==> src/sv/wbps_pkg.sv <==
package wbps_pkg;

  localparam int MAX_PATTERN = 64;
  localparam int IDX_W       = $clog2(MAX_PATTERN);
  localparam int LEN_W       = 7;
  localparam int ADDR_W      = 32;
  localparam int POS_W       = 31;

  localparam logic [POS_W-1:0] POS_MAX = {POS_W{1'b1}};

  typedef enum logic [1:0] {
    KIND_LOAD    = 2'd0,
    KIND_SCAN    = 2'd1,
    KIND_RESTART = 2'd2,
    KIND_NONE    = 2'd3
  } kind_t;

  typedef enum logic {
    REG_PATTERN_LENGTH = 1'b0,
    REG_BASE_ADDRESS   = 1'b1
  } reg_index_t;

  // wild flag on top, byte value below
  typedef struct packed {
    logic       wild;
    logic [7:0] value;
  } entry_t;

endpackage

==> src/sv/wbps_if.sv <==
interface wbps_item_if;
  logic                     valid;
  logic                     ready;
  wbps_pkg::kind_t          kind;
  logic [wbps_pkg::IDX_W-1:0] entry_index;
  logic [7:0]               entry_value;
  logic                     entry_wild;
  logic [7:0]               data_byte;
  logic                     last_byte;

  modport source (output valid, kind, entry_index, entry_value, entry_wild,
                  data_byte, last_byte, input ready);
  modport sink   (input valid, kind, entry_index, entry_value, entry_wild,
                  data_byte, last_byte, output ready);
endinterface

interface wbps_result_if;
  logic                        valid;
  logic                        ready;
  logic                        found;
  logic [wbps_pkg::ADDR_W-1:0] match_address;

  modport source (output valid, found, match_address, input ready);
  modport sink   (input valid, found, match_address, output ready);
endinterface

==> src/sv/wildcard_byte_pattern_scanner.sv <==
// Channel   Dir  Handshake     Payload
// items     in   valid/ready   kind, entry_index, entry_value, entry_wild, data_byte, last_byte
// results   out  valid/ready   found, match_address
// cfg       in   cfg_we        cfg_index, cfg_data (pattern_length, base_address)
//
// One item per cycle sustained while results are taken; an accepted item enters the input
// register, then one pass through the 64-lane compare loads the result register when that
// register is empty or its result is being taken.
// rst is synchronous: clears match vector, position, done flag and valid flags,
// sets pattern_length to 1 and base_address to 0; the pattern store is not cleared.
// A stalled result blocks processing; one item still enters the input register.
module wildcard_byte_pattern_scanner (
  input  logic                         clk,
  input  logic                         rst,
  input  logic                         cfg_we,
  input  wbps_pkg::reg_index_t         cfg_index,
  input  logic [wbps_pkg::ADDR_W-1:0]  cfg_data,
  wbps_item_if.sink                    items,
  wbps_result_if.source                results
);

  localparam int N = wbps_pkg::MAX_PATTERN;

  // configuration
  logic [wbps_pkg::LEN_W-1:0]  pattern_length;
  logic [wbps_pkg::ADDR_W-1:0] base_address;

  // input register
  logic                        s_valid;
  wbps_pkg::kind_t             s_kind;
  logic [wbps_pkg::IDX_W-1:0]  s_index;
  wbps_pkg::entry_t            s_entry;
  logic [7:0]                  s_byte;
  logic                        s_last;

  // scan state
  wbps_pkg::entry_t            pstore [N];
  logic [N-1:0]                partial;
  logic [N-1:0]                partial_next;
  logic [wbps_pkg::POS_W-1:0]  scan_position;
  logic                        scan_done;

  // result register
  logic                        o_valid;
  logic                        o_found;
  logic [wbps_pkg::ADDR_W-1:0] o_addr;

  logic                        proc;
  logic [wbps_pkg::IDX_W-1:0]  last_idx;
  logic [N-1:0]                byte_hit;
  logic [N-1:0]                len_mask;
  logic                        hit;
  logic                        do_scan;
  logic                        emit;
  logic [wbps_pkg::ADDR_W-1:0] start_pos;
  logic [wbps_pkg::ADDR_W-1:0] addr_next;

  assign proc          = s_valid && (!o_valid || results.ready);
  assign items.ready   = !s_valid || proc;

  assign results.valid         = o_valid;
  assign results.found         = o_found;
  assign results.match_address = o_addr;

  // active length minus one, length 0 taken as 1 and clamped to the store depth
  always_comb begin
    if (pattern_length == '0) begin
      last_idx = '0;
    end else if (pattern_length > wbps_pkg::LEN_W'(N)) begin
      last_idx = wbps_pkg::IDX_W'(N - 1);
    end else begin
      last_idx = wbps_pkg::IDX_W'(pattern_length - 1'b1);
    end
  end

  always_comb begin
    for (int i = 0; i < N; i++) begin
      byte_hit[i] = pstore[i].wild || (pstore[i].value == s_byte);
      len_mask[i] = (wbps_pkg::IDX_W'(i) <= last_idx);
    end
  end

  assign partial_next = {partial[N-2:0], 1'b1} & byte_hit & len_mask;
  assign hit          = partial_next[last_idx];
  assign do_scan      = (s_kind == wbps_pkg::KIND_SCAN) && !scan_done;
  assign emit         = do_scan && (hit || s_last);
  assign start_pos    = {1'b0, scan_position} - wbps_pkg::ADDR_W'(last_idx);
  assign addr_next    = base_address + start_pos;

  always_ff @(posedge clk) begin
    if (rst) begin
      pattern_length <= wbps_pkg::LEN_W'(1);
      base_address   <= '0;
    end else if (cfg_we) begin
      unique case (cfg_index)
        wbps_pkg::REG_PATTERN_LENGTH: pattern_length <= cfg_data[wbps_pkg::LEN_W-1:0];
        wbps_pkg::REG_BASE_ADDRESS:   base_address   <= cfg_data;
        default: ;
      endcase
    end
  end

  always_ff @(posedge clk) begin
    if (rst) begin
      s_valid <= 1'b0;
    end else if (items.ready) begin
      s_valid <= items.valid;
    end
  end

  always_ff @(posedge clk) begin
    if (items.ready && items.valid) begin
      s_kind        <= items.kind;
      s_index       <= items.entry_index;
      s_entry.wild  <= items.entry_wild;
      s_entry.value <= items.entry_value;
      s_byte        <= items.data_byte;
      s_last        <= items.last_byte;
    end
  end

  always_ff @(posedge clk) begin
    if (proc && s_kind == wbps_pkg::KIND_LOAD) begin
      pstore[s_index] <= s_entry;
    end
  end

  always_ff @(posedge clk) begin
    if (rst) begin
      partial       <= '0;
      scan_position <= '0;
      scan_done     <= 1'b0;
    end else if (proc) begin
      if (s_kind == wbps_pkg::KIND_RESTART) begin
        partial       <= '0;
        scan_position <= '0;
        scan_done     <= 1'b0;
      end else if (do_scan) begin
        partial <= partial_next;
        if (scan_position != wbps_pkg::POS_MAX) begin
          scan_position <= scan_position + 1'b1;
        end
        if (emit) begin
          scan_done <= 1'b1;
        end
      end
    end
  end

  always_ff @(posedge clk) begin
    if (rst) begin
      o_valid <= 1'b0;
    end else if (proc) begin
      o_valid <= emit;
    end else if (results.ready) begin
      o_valid <= 1'b0;
    end
  end

  always_ff @(posedge clk) begin
    if (proc && emit) begin
      o_found <= hit;
      o_addr  <= hit ? addr_next : '0;
    end
  end

  a_done_after_result: assert property (@(posedge clk) disable iff (rst)
    (proc && emit) |=> scan_done)
    else $error("scan_done not set after a result");

  a_restart_clears: assert property (@(posedge clk) disable iff (rst)
    (proc && s_kind == wbps_pkg::KIND_RESTART) |=>
      (partial == '0 && scan_position == '0 && !scan_done))
    else $error("restart left scan state behind");

  a_ready_when_empty: assert property (@(posedge clk) disable iff (rst)
    !o_valid |-> items.ready)
    else $error("input stalled with empty result register");

  a_no_scan_when_done: assert property (@(posedge clk) disable iff (rst)
    (proc && scan_done && s_kind != wbps_pkg::KIND_RESTART) |=>
      (scan_done && $stable(partial) && $stable(scan_position)))
    else $error("scan state moved after a result");

endmodule
==> src/flat_wrapper.sv <==
// flat-port wrapper written by rule: the top's interface ports become plain ports
module wildcard_byte_pattern_scanner_flat 
  (clk, rst, cfg_we, cfg_index, cfg_data, items_valid, items_kind, items_entry_index, items_entry_value, items_entry_wild, items_data_byte, items_last_byte, items_ready, results_valid, results_found, results_match_address, results_ready);
  wbps_item_if items_i ();
  wbps_result_if results_i ();
  input  logic clk;
  input  logic rst;
  input  logic cfg_we;
  input  wbps_pkg::reg_index_t cfg_index;
  input  logic [wbps_pkg::ADDR_W-1:0] cfg_data;
  input wire logic [$bits(items_i.valid)-1:0] items_valid;
  input wire logic [$bits(items_i.kind)-1:0] items_kind;
  input wire logic [$bits(items_i.entry_index)-1:0] items_entry_index;
  input wire logic [$bits(items_i.entry_value)-1:0] items_entry_value;
  input wire logic [$bits(items_i.entry_wild)-1:0] items_entry_wild;
  input wire logic [$bits(items_i.data_byte)-1:0] items_data_byte;
  input wire logic [$bits(items_i.last_byte)-1:0] items_last_byte;
  output wire logic [$bits(items_i.ready)-1:0] items_ready;
  output wire logic [$bits(results_i.valid)-1:0] results_valid;
  output wire logic [$bits(results_i.found)-1:0] results_found;
  output wire logic [$bits(results_i.match_address)-1:0] results_match_address;
  input wire logic [$bits(results_i.ready)-1:0] results_ready;
  assign items_i.valid = items_valid;
  assign items_i.kind = items_kind;
  assign items_i.entry_index = items_entry_index;
  assign items_i.entry_value = items_entry_value;
  assign items_i.entry_wild = items_entry_wild;
  assign items_i.data_byte = items_data_byte;
  assign items_i.last_byte = items_last_byte;
  assign items_ready = items_i.ready;
  assign results_valid = results_i.valid;
  assign results_found = results_i.found;
  assign results_match_address = results_i.match_address;
  assign results_i.ready = results_ready;
  wildcard_byte_pattern_scanner u_core (.clk(clk), .rst(rst), .cfg_we(cfg_we), .cfg_index(cfg_index), .cfg_data(cfg_data), .items(items_i), .results(results_i));
endmodule
==> config.mk <==
export PLATFORM = sky130hd
export DESIGN_NAME = wildcard_byte_pattern_scanner_flat
export DESIGN_NICKNAME = d
export VERILOG_FILES = /design/src/sv/wbps_pkg.sv /design/src/sv/wbps_if.sv /design/src/sv/wildcard_byte_pattern_scanner.sv /design/src/flat_wrapper.sv
export SDC_FILE = /design/constraint.sdc
export NUM_CORES = 1
export LEC_CHECK = 0
export BUFFER_PORTS_ARGS = -buffer_cell sky130_fd_sc_hd__buf_2
export CAP_MARGIN = 20
export CORE_ASPECT_RATIO = 1.25
export CORE_MARGIN = 5
export CORE_UTILIZATION = 50
export CTS_CLUSTER_DIAMETER = 120
export CTS_CLUSTER_SIZE = 28
export DETAILED_ROUTE_END_ITERATION = 12
export MAX_ROUTING_LAYER = met4
export PLACE_DENSITY = 0.69
export REMOVE_ABC_BUFFERS = 1
export SYNTH_ARGS = -nofsm -noshare
export SYNTH_HDL_FRONTEND = slang
export SYNTH_SLANG_ARGS = --single-unit
==> constraint.sdc <==
create_clock -name clk -period 5.3 [get_ports clk]
set_input_delay 0.53 -clock clk [delete_from_list [all_inputs] [get_ports clk]]
set_output_delay 0.53 -clock clk [all_outputs]
set_load 0.01 [all_outputs]
==> run_results.csv, run 1 <==
group,metric,value,unit
detailed_routing,num_vias,23500,
timing,finalMaxSlewViolations,0,
setup_path,worstPathCellList,"inv_1 > ha_1 > buf_4 > or4b_1 > o32a_1 > nand3_2 > inv_2 > fa_1 > inv_1 > ha_1 > or2_2 > a21oi_1 > a2111oi_1 > nor2_1 > o21ai_0 > buf_4 > a41oi_1 > a21oi_1 > nor2_1 > and3_1 > o31a_1",
die,initial_core_util,0.504,
finish,fillers,5924,
global_route,antenna_found_initial,2,
cts,cts_max_level,1,
finish,multi_input_area,0.0127,sq mm
logic_synthesis,synth_area_leaders,"edfxtp_1 (53%), dfxtp_1 (7.6%), xor2_1 (7.5%)",
detailed_routing,viasPerCell,5.89,
detailed_routing,drc,0,
power_and_ir_drop,ir_drop,278,uV
timing,post-route-period-util,0.939,
logic_synthesis,synth_cell_types,91,
finish,regArea,0.0218,sq mm
worst_hold_path,hold_path_class,"input pin to register",
die,boundaryPins,99,
placement,hpwl,67.9,mm
global_route,grt_max_degree,83,
worst_hold_path,holdPathEnd,"u_core.s_byte[3]$_DFFE_PP_",
setup_path,r2r_start,"u_core.pattern_length[0]$_SDFFE_PP1P_",
setup_path,cp.arrival,5.39,ns
setup_path,critPathKind,"register to register",
setup_path,critical_path_required,5.72,ns
logic_synthesis,synth_top_area_cell,"edfxtp_1",
cts,cts_buffers,31,
cts,clock_sinks,771,
global_route,grtUsageTotal,0.265,
setup_path,end_kind,"register",
cts,worst_skew_pair.late_latency,0.68,ns
timing,hold_viol,0,
power_and_ir_drop,p_total,11000,uW
logic_synthesis,synthFlopType,"edfxtp_1",
timing,holdWs,0.0304,ns
logic_synthesis,ys_warn_count,0,
timing,max_slew_margin,0.266,
placement,gp_congestion,0.973,
global_route,grt_pass1_vias,24100,
logic_synthesis,synth_top_area_frac,0.535,
timing,timing.fmax,201,MHz
run_status,status,"finished clean",
setup_path,reg2reg_slack,0.32,ns
setup_path,path_delay_family,"compound AO/OA/AOI/OAI gates",
cts,cts_root_buffer,"clkbuf_16",
setup_path,critical_path.max_stage_delay,0.51,ns
die,die_w,249,um
worst_hold_path,hold_start,"items_data_byte[3]",
setup_path,reg2reg_depth,21,
detailed_routing,drt.antenna.violating_nets,0,
logic_synthesis,netlist_area,0.0356,sq mm
global_route,grt_remaining_overflow,0,
logic_synthesis,syn_avg_cell_area,12.2,sq um
die,core-area,0.0708,sq mm
timing,worst_slack,0.321,ns
timing,tns,0,ns
setup_path,crit_cells,21,
timing,post-route-min-period,4.98,ns
finish,nets,3155,
run,drv_cap,0,
power_and_ir_drop,leakage,0.0129,uW
worst_hold_path,hold_depth,1,
setup_path,start_kind,"register",
detailed_routing,drt-pass1-iter-count,7,
setup_path,r2r-end,"u_core.results.match_address[30]$_SDFFCE_PN0P_",
cts,clk_pin_slew,0.12,ns
die,rows,109,
placement,port_buffers,98,
die,dieArea,0.0768,sq mm
logic_synthesis,syn-instance-count,2914,
cts,cts_tree,"built",
die,fp.dieH,309,um
logic_synthesis,synth_seq_area_share,0.611,
placement,dp_slack,0.171,ns
timing,finalClockSkew,0.0383,ns
timing,setup_viol,0,
timing,worst_pin_slew,1.10,ns
logic_synthesis,synthArstFlopShare,0,
finish,drive_above_1_share,0.0882,
detailed_routing,drtIter0Drc,1691,
detailed_routing,routedWlPerCell,25.3,um
timing,rsz0062_at_grt,"no",
setup_path,path_buf_inv,5,
setup_path,cpMaxStageDelayCell,"a2111oi_1",
logic_synthesis,synth_edf_count,635,
global_route,grt_pass1_wl,151,mm
setup_path,crit_fanout,7,
power_and_ir_drop,power-per-cell-area,284,mW/mm^2
cts,clockBufferDepth,3,
logic_synthesis,synth-seq-cells,771,
detailed_routing,routed_wl,101,mm
finish,syn2layout_area_growth,8.54,%
through the flow:
| stage | cells | util | cell area, sq um |
|---|---|---|---|
| 4_1_cts | 3989 | 0.546 | 38700 |
| 3_3_place_gp | 3916 | 0.531 | 37600 |
| 6_report | 3995 | 0.547 | 38700 |
| 2_1_floorplan | 2770 | - | 35000 |
| 5_1_grt | 3995 | 0.547 | 38700 |
| 3_5_place_dp | 3918 | 0.532 | 37600 |
registers in the layout (all words and copies together), names as in the netlist, 2 cells and up:
| name | flops |
|---|---|
| u_core.s_entry | 9 |
| u_core.base_address | 32 |
| u_core.scan_position | 31 |
| u_core.s_kind | 2 |
| u_core.pattern_length | 7 |
| u_core.s_byte | 8 |
| u_core.pstore | 576 |
| u_core.partial | 63 |
| u_core.s_index | 6 |
| u_core.results.match_address | 32 |
synthesized netlist by cell type (all sizes together) (7+ instances only):
| library cell | count |
|---|---|
| and2 | 12 |
| edfxtp | 635 |
| a32oi | 7 |
| xnor2 | 265 |
| or2 | 7 |
| nand2b | 14 |
| xor2 | 307 |
| clkbuf | 59 |
| a21oi | 176 |
| and3 | 11 |
| o221ai | 7 |
| o21ai | 59 |
| o211ai | 18 |
| nor4 | 79 |
| a41o | 9 |
| nor3 | 36 |
| nand4 | 73 |
| o21bai | 7 |
| a211oi | 15 |
| a22oi | 10 |
| nor2 | 228 |
| dfxtp | 136 |
| nor2b | 22 |
| a21o | 16 |
| a31oi | 27 |
| or3 | 9 |
| nand3 | 77 |
| inv | 135 |
| ha | 60 |
| buf | 85 |
| nand2 | 172 |
routing by layer:
metal / global-route usage / up-vias / wire, um
met5: - / - / 0
met4: 0.102 / 0 / 4610
met3: 0.0245 / 202 / 5240
met2: 0.471 / 821 / 52500
met1: 0.314 / 11900 / 38900
li1: - / 10700 / -
final cells by class:
class                   instances  area share
multi-input cells            1863       0.328
inverters                     136      0.0132
clock inverters                 2    0.000938
diodes                          2    0.000129
flip-flops and latches        771       0.563
well taps                     943      0.0305
clock buffers                  56      0.0225
repair buffers                222      0.0411
what timing repair did:
item	CTS	global route
hold buffers	13	0
endpoints found under the hold margin	13	0
gates resized for setup	0	3
buffers inserted	0	1
setup endpoints to repair	0	4
cell families after synthesis:
group | after synthesis | share of synthesized area
AOI/OAI and AO/OA | 436 | 0.0809
xor gates and xnor gates | 572 | 0.141
adders and majority gates | 69 | 0.0253
buffers and inverters | 280 | 0.0325
DFF | 771 | 0.611
muxes | 4 | 0.00112
and+or+nand+nor | 782 | 0.108
how the worst max path moves through the flow:
stage                                           from                                        endpoint  slack, ns
4_1_cts        u_core.pattern_length[0]$_SDFFE_PP1P_  u_core.results.match_address[30]$_SDFFCE_PN0P_       0.11
2_1_floorplan  u_core.pattern_length[0]$_SDFFE_PP1P_  u_core.results.match_address[30]$_SDFFCE_PN0P_      -0.54
5_1_grt        u_core.pattern_length[0]$_SDFFE_PP1P_  u_core.results.match_address[31]$_SDFFCE_PN0P_       0.03
3_5_place_dp   u_core.pattern_length[0]$_SDFFE_PP1P_  u_core.results.match_address[30]$_SDFFCE_PN0P_       0.17
6_report       u_core.pattern_length[0]$_SDFFE_PP1P_  u_core.results.match_address[30]$_SDFFCE_PN0P_       0.32
3_3_place_gp   u_core.pattern_length[0]$_SDFFE_PP1P_  u_core.results.match_address[30]$_SDFFCE_PN0P_       0.23
report_power, final:
| group | total (uW) | internal (uW) | switching, uW | leakage, uW |
|---|---|---|---|---|
| clock network | 2980 | 1140 | 1850 | 0.000429 |
| logic | 1370 | 467 | 901 | 0.00561 |
| registers | 6620 | 6580 | 38.2 | 0.00682 |
| total | 11000 | 8190 | 2780 | 0.0129 |
cells in the final DEF (no fill, tap or decap), drive strengths merged, types with 22 or more instances in the layout:
| master | n |
|---|---|
| buf | 208 |
| a31oi | 27 |
| nor3 | 36 |
| nor2b | 22 |
| edfxtp | 635 |
| nand4 | 73 |
| inv | 137 |
| a21oi | 176 |
| xor2 | 307 |
| dfxtp | 136 |
| nor4 | 79 |
| nand3 | 77 |
| nand2 | 172 |
| clkbuf | 57 |
| o21ai | 59 |
| nor2 | 228 |
| ha | 60 |
| xnor2 | 265 |
worst register-to-register path, cell delays in order, from the launching register on:
cell and delay (ns):
dfxtp_1 0.34, inv_1 0.13, ha_1 0.22, buf_4 0.16
or4b_1 0.49, o32a_1 0.35, nand3_2 0.11, inv_2 0.05
fa_1 0.47, inv_1 0.04, ha_1 0.33, or2_2 0.13
a21oi_1 0.08, a2111oi_1 0.51, nor2_1 0.11, o21ai_0 0.19
buf_4 0.15, a41oi_1 0.17, a21oi_1 0.19, nor2_1 0.09
and3_1 0.17, o31a_1 0.22
(Power assumes the default switching activity.)
==> run 2, diff against run 1 <==
--- a/config.mk
+++ b/config.mk
@@ -10,11 +10,10 @@
 export CORE_ASPECT_RATIO = 1.25
 export CORE_MARGIN = 5
 export CORE_UTILIZATION = 50
-export CTS_CLUSTER_DIAMETER = 120
 export CTS_CLUSTER_SIZE = 28
 export DETAILED_ROUTE_END_ITERATION = 12
 export MAX_ROUTING_LAYER = met4
-export PLACE_DENSITY = 0.69
+export PLACE_DENSITY = 0.66
 export REMOVE_ABC_BUFFERS = 1
 export SYNTH_ARGS = -nofsm -noshare
 export SYNTH_HDL_FRONTEND = slang
==> constraint.sdc (replaced) <==
create_clock -name clk -period 5.95 [get_ports clk]
set_input_delay 0.595 -clock clk [delete_from_list [all_inputs] [get_ports clk]]
set_output_delay 0.595 -clock clk [all_outputs]
set_load 0.01 [all_outputs]
==> run 2 against run 1 <==
Net effect:
- sequential cell count stayed put
- global-route usage is 0.38 points higher
- clock skew rose by 0.0054 ns
- combinational power fell by 13%
- non-clock buffer count decreased by 53
- clock power up 65%
- fmax fell by 7.4%
- sequential power is 11% lower
- sequential share of layout area shrank 1.7 points
- design area grew 3.1%
- worst hold slack improved by 0.097 ns
- wire length grew 1.3%
==> run_results.csv, run 2 (synthesized netlist as in run 1, its figures left out) <==
group,metric,value,unit
run_status,status,"finished clean",
cts,post-cts-setup-buffer-count,0,
die,initial_core_util,0.504,
timing,max_slew_margin,0.259,
placement,post-place-cells,3881,
global_route,grt_remaining_overflow,0,
global_route,grt_pass1_vias,24000,
detailed_routing,drtIter0Drc,2015,
finish,nets,3148,
timing,setup_viol,0,
global_route,antenna_found_initial,1,
detailed_routing,viasPerCell,5.88,
setup_path,reg2reg_slack,0.57,ns
global_route,grt_pass1_wl,152,mm
detailed_routing,routed_wl,103,mm
finish,finalNonFillerCells,4025,
finish,reg_top3,"u_core.pstore: 576 flops, u_core.partial: 63 flops",
cts,cts_tree,"built",
die,fp.dieH,309,um
cts,worst_skew_pair.late_latency,0.64,ns
detailed_routing,routedWlPerCell,25.5,um
detailed_routing,drt.antenna.violating_nets,0,
detailed_routing,drt-pass1-iter-count,9,
setup_path,critical_path.max_stage_delay,0.56,ns
placement,port_buffers,98,
finish,syn2layout_area_growth,11.9,%
global_route,grt_max_degree,88,
setup_path,r2r-end,"u_core.results.match_address[30]$_SDFFCE_PN0P_",
setup_path,critical_path_required,6.32,ns
setup_path,r2r_start,"u_core.pattern_length[0]$_SDFFE_PP1P_",
placement,dp_slack,0.518,ns
setup_path,cpMaxStageDelayCell,"a2111oi_0",
finish,layout_commonest_cell,"edfxtp_1",
timing,finalClockSkew,0.0438,ns
timing,post-route-period-util,0.904,
setup_path,start_kind,"register",
die,dieArea,0.0768,sq mm
die,core-area,0.0708,sq mm
timing,rsz0062_at_grt,"no",
global_route,grtUsageTotal,0.269,
finish,drive_above_1_share,0.100,
timing,tns,0,ns
power_and_ir_drop,power-per-cell-area,301,mW/mm^2
placement,gp_congestion,1.01,
setup_path,reg2reg_depth,21,
worst_hold_path,holdPathEnd,"u_core.s_entry[2]$_DFFE_PP_",
finish,regMostFlops,"u_core.pstore",
finish,final_cell_mix,"edfxtp_1 (635), xor2_1 (307), xnor2_1 (265)",
die,rows,109,
setup_path,cp.arrival,5.74,ns
cts,cts_root_buffer,"clkbuf_16",
run,drv_cap,0,
worst_hold_path,hold_path_class,"input pin to register",
worst_hold_path,hold_start,"items_entry_value[2]",
placement,hpwl,65.3,mm
setup_path,end_kind,"register",
detailed_routing,drc,0,
setup_path,worstPathCellList,"inv_1 > ha_1 > or3b_2 > nor2_1 > buf_4 > a211oi_1 > inv_1 > fa_1 > inv_1 > fa_1 > nor2b_1 > o21a_1 > o21ai_0 > a2111oi_0 > nor2_1 > o21ai_1 > a41oi_1 > a21oi_1 > nor2_1 > and3_1 > o31a_1",
power_and_ir_drop,ir_drop,209,uV
timing,worst_pin_slew,1.10,ns
worst_hold_path,hold_depth,1,
timing,worst_slack,0.574,ns
die,die_w,249,um
detailed_routing,num_vias,23700,
timing,timing.fmax,186,MHz
setup_path,crit_fanout,12,
timing,hold_viol,0,
cts,clock_sinks,771,
setup_path,critPathKind,"register to register",
power_and_ir_drop,leakage,0.0134,uW
cts,clockBufferDepth,3,
finish,largest_register_ffs,576,
timing,post-route-min-period,5.38,ns
cts,clk_pin_slew,0.06,ns
timing,finalMaxSlewViolations,0,
power_and_ir_drop,p_total,12000,uW
cts,cts_max_level,3,
die,boundaryPins,99,
cts,cts_buffers,77,
==> run 2: cell types whose count changed in the layout (fill, tap and decap cells not counted), sizes merged <==
cell         before  now
diode             2    1
clkinv            1   27
clkinvlp          0    4
bufinv            0    8
dlygate4sd3      13    0
buf             208  168
clkbuf           57  103
==> run 2: worst max-delay path by stage <==
stage,slack [ns],to,from
after CTS,0.51,u_core.results.match_address[30]$_SDFFCE_PN0P_,u_core.pattern_length[0]$_SDFFE_PP1P_
after detailed placement,0.52,u_core.results.match_address[30]$_SDFFCE_PN0P_,u_core.pattern_length[0]$_SDFFE_PP1P_
final,0.57,u_core.results.match_address[30]$_SDFFCE_PN0P_,u_core.pattern_length[0]$_SDFFE_PP1P_
after global routing,0.15,u_core.results.match_address[30]$_SDFFCE_PN0P_,u_core.pattern_length[0]$_SDFFE_PP1P_
after global placement,0.59,u_core.results.match_address[30]$_SDFFCE_PN0P_,u_core.pattern_length[0]$_SDFFE_PP1P_
after floorplan,0.11,u_core.results.match_address[30]$_SDFFCE_PN0P_,u_core.pattern_length[0]$_SDFFE_PP1P_
==> run 2: through the flow <==
stage | utilization | hold slack (ns) | cell area, sq um
final | 0.563 | 0.127 | 39900
after global routing | 0.563 | 0.0971 | 39900
after CTS | 0.563 | 0.0923 | 39900
after detailed placement | 0.527 | 0.448 | 37300
after global placement | 0.527 | 0.445 | 37300
after floorplan | - | 0.430 | 35000
==> run 2: what timing repair did <==
item,in CTS,in global routing
setup endpoints to repair,0,1
resized for setup,0,1
hold buffers,0,0
==> run 2: layout make-up <==
class                      count  area, sq um
fill                        5756        30900
sequential                   771        21800
multi-input combinational   1863        12700
clock buffer                 102         2060
tap                          943         1180
timing repair buffer         169         1120
inverter                     136          510
clock inverter                40          507
antenna                        1         2.50
==> run 2: layer usage <==
layer | track usage | wire, um
met1 | 0.320 | 40000
met2 | 0.458 | 51400
met3 | 0.0397 | 6130
met4 | 0.118 | 4990
met5 | - | 0
==> run 2: power by group <==
group	total, uW	switching [uW]	internal [uW]
sequential	5900	27.3	5870
combinational	1190	802	383
clock	4910	2090	2820
total	12000	2920	9080
==> run 2: critical path, delay by kind of cell, from the launching register on <==
family          cells  cell delay (ns)
compound gates      8             2.14
simple gates        6             0.86
flops               1             0.33
fa+ha+maj           3             1.31
buf+inv             4             0.51
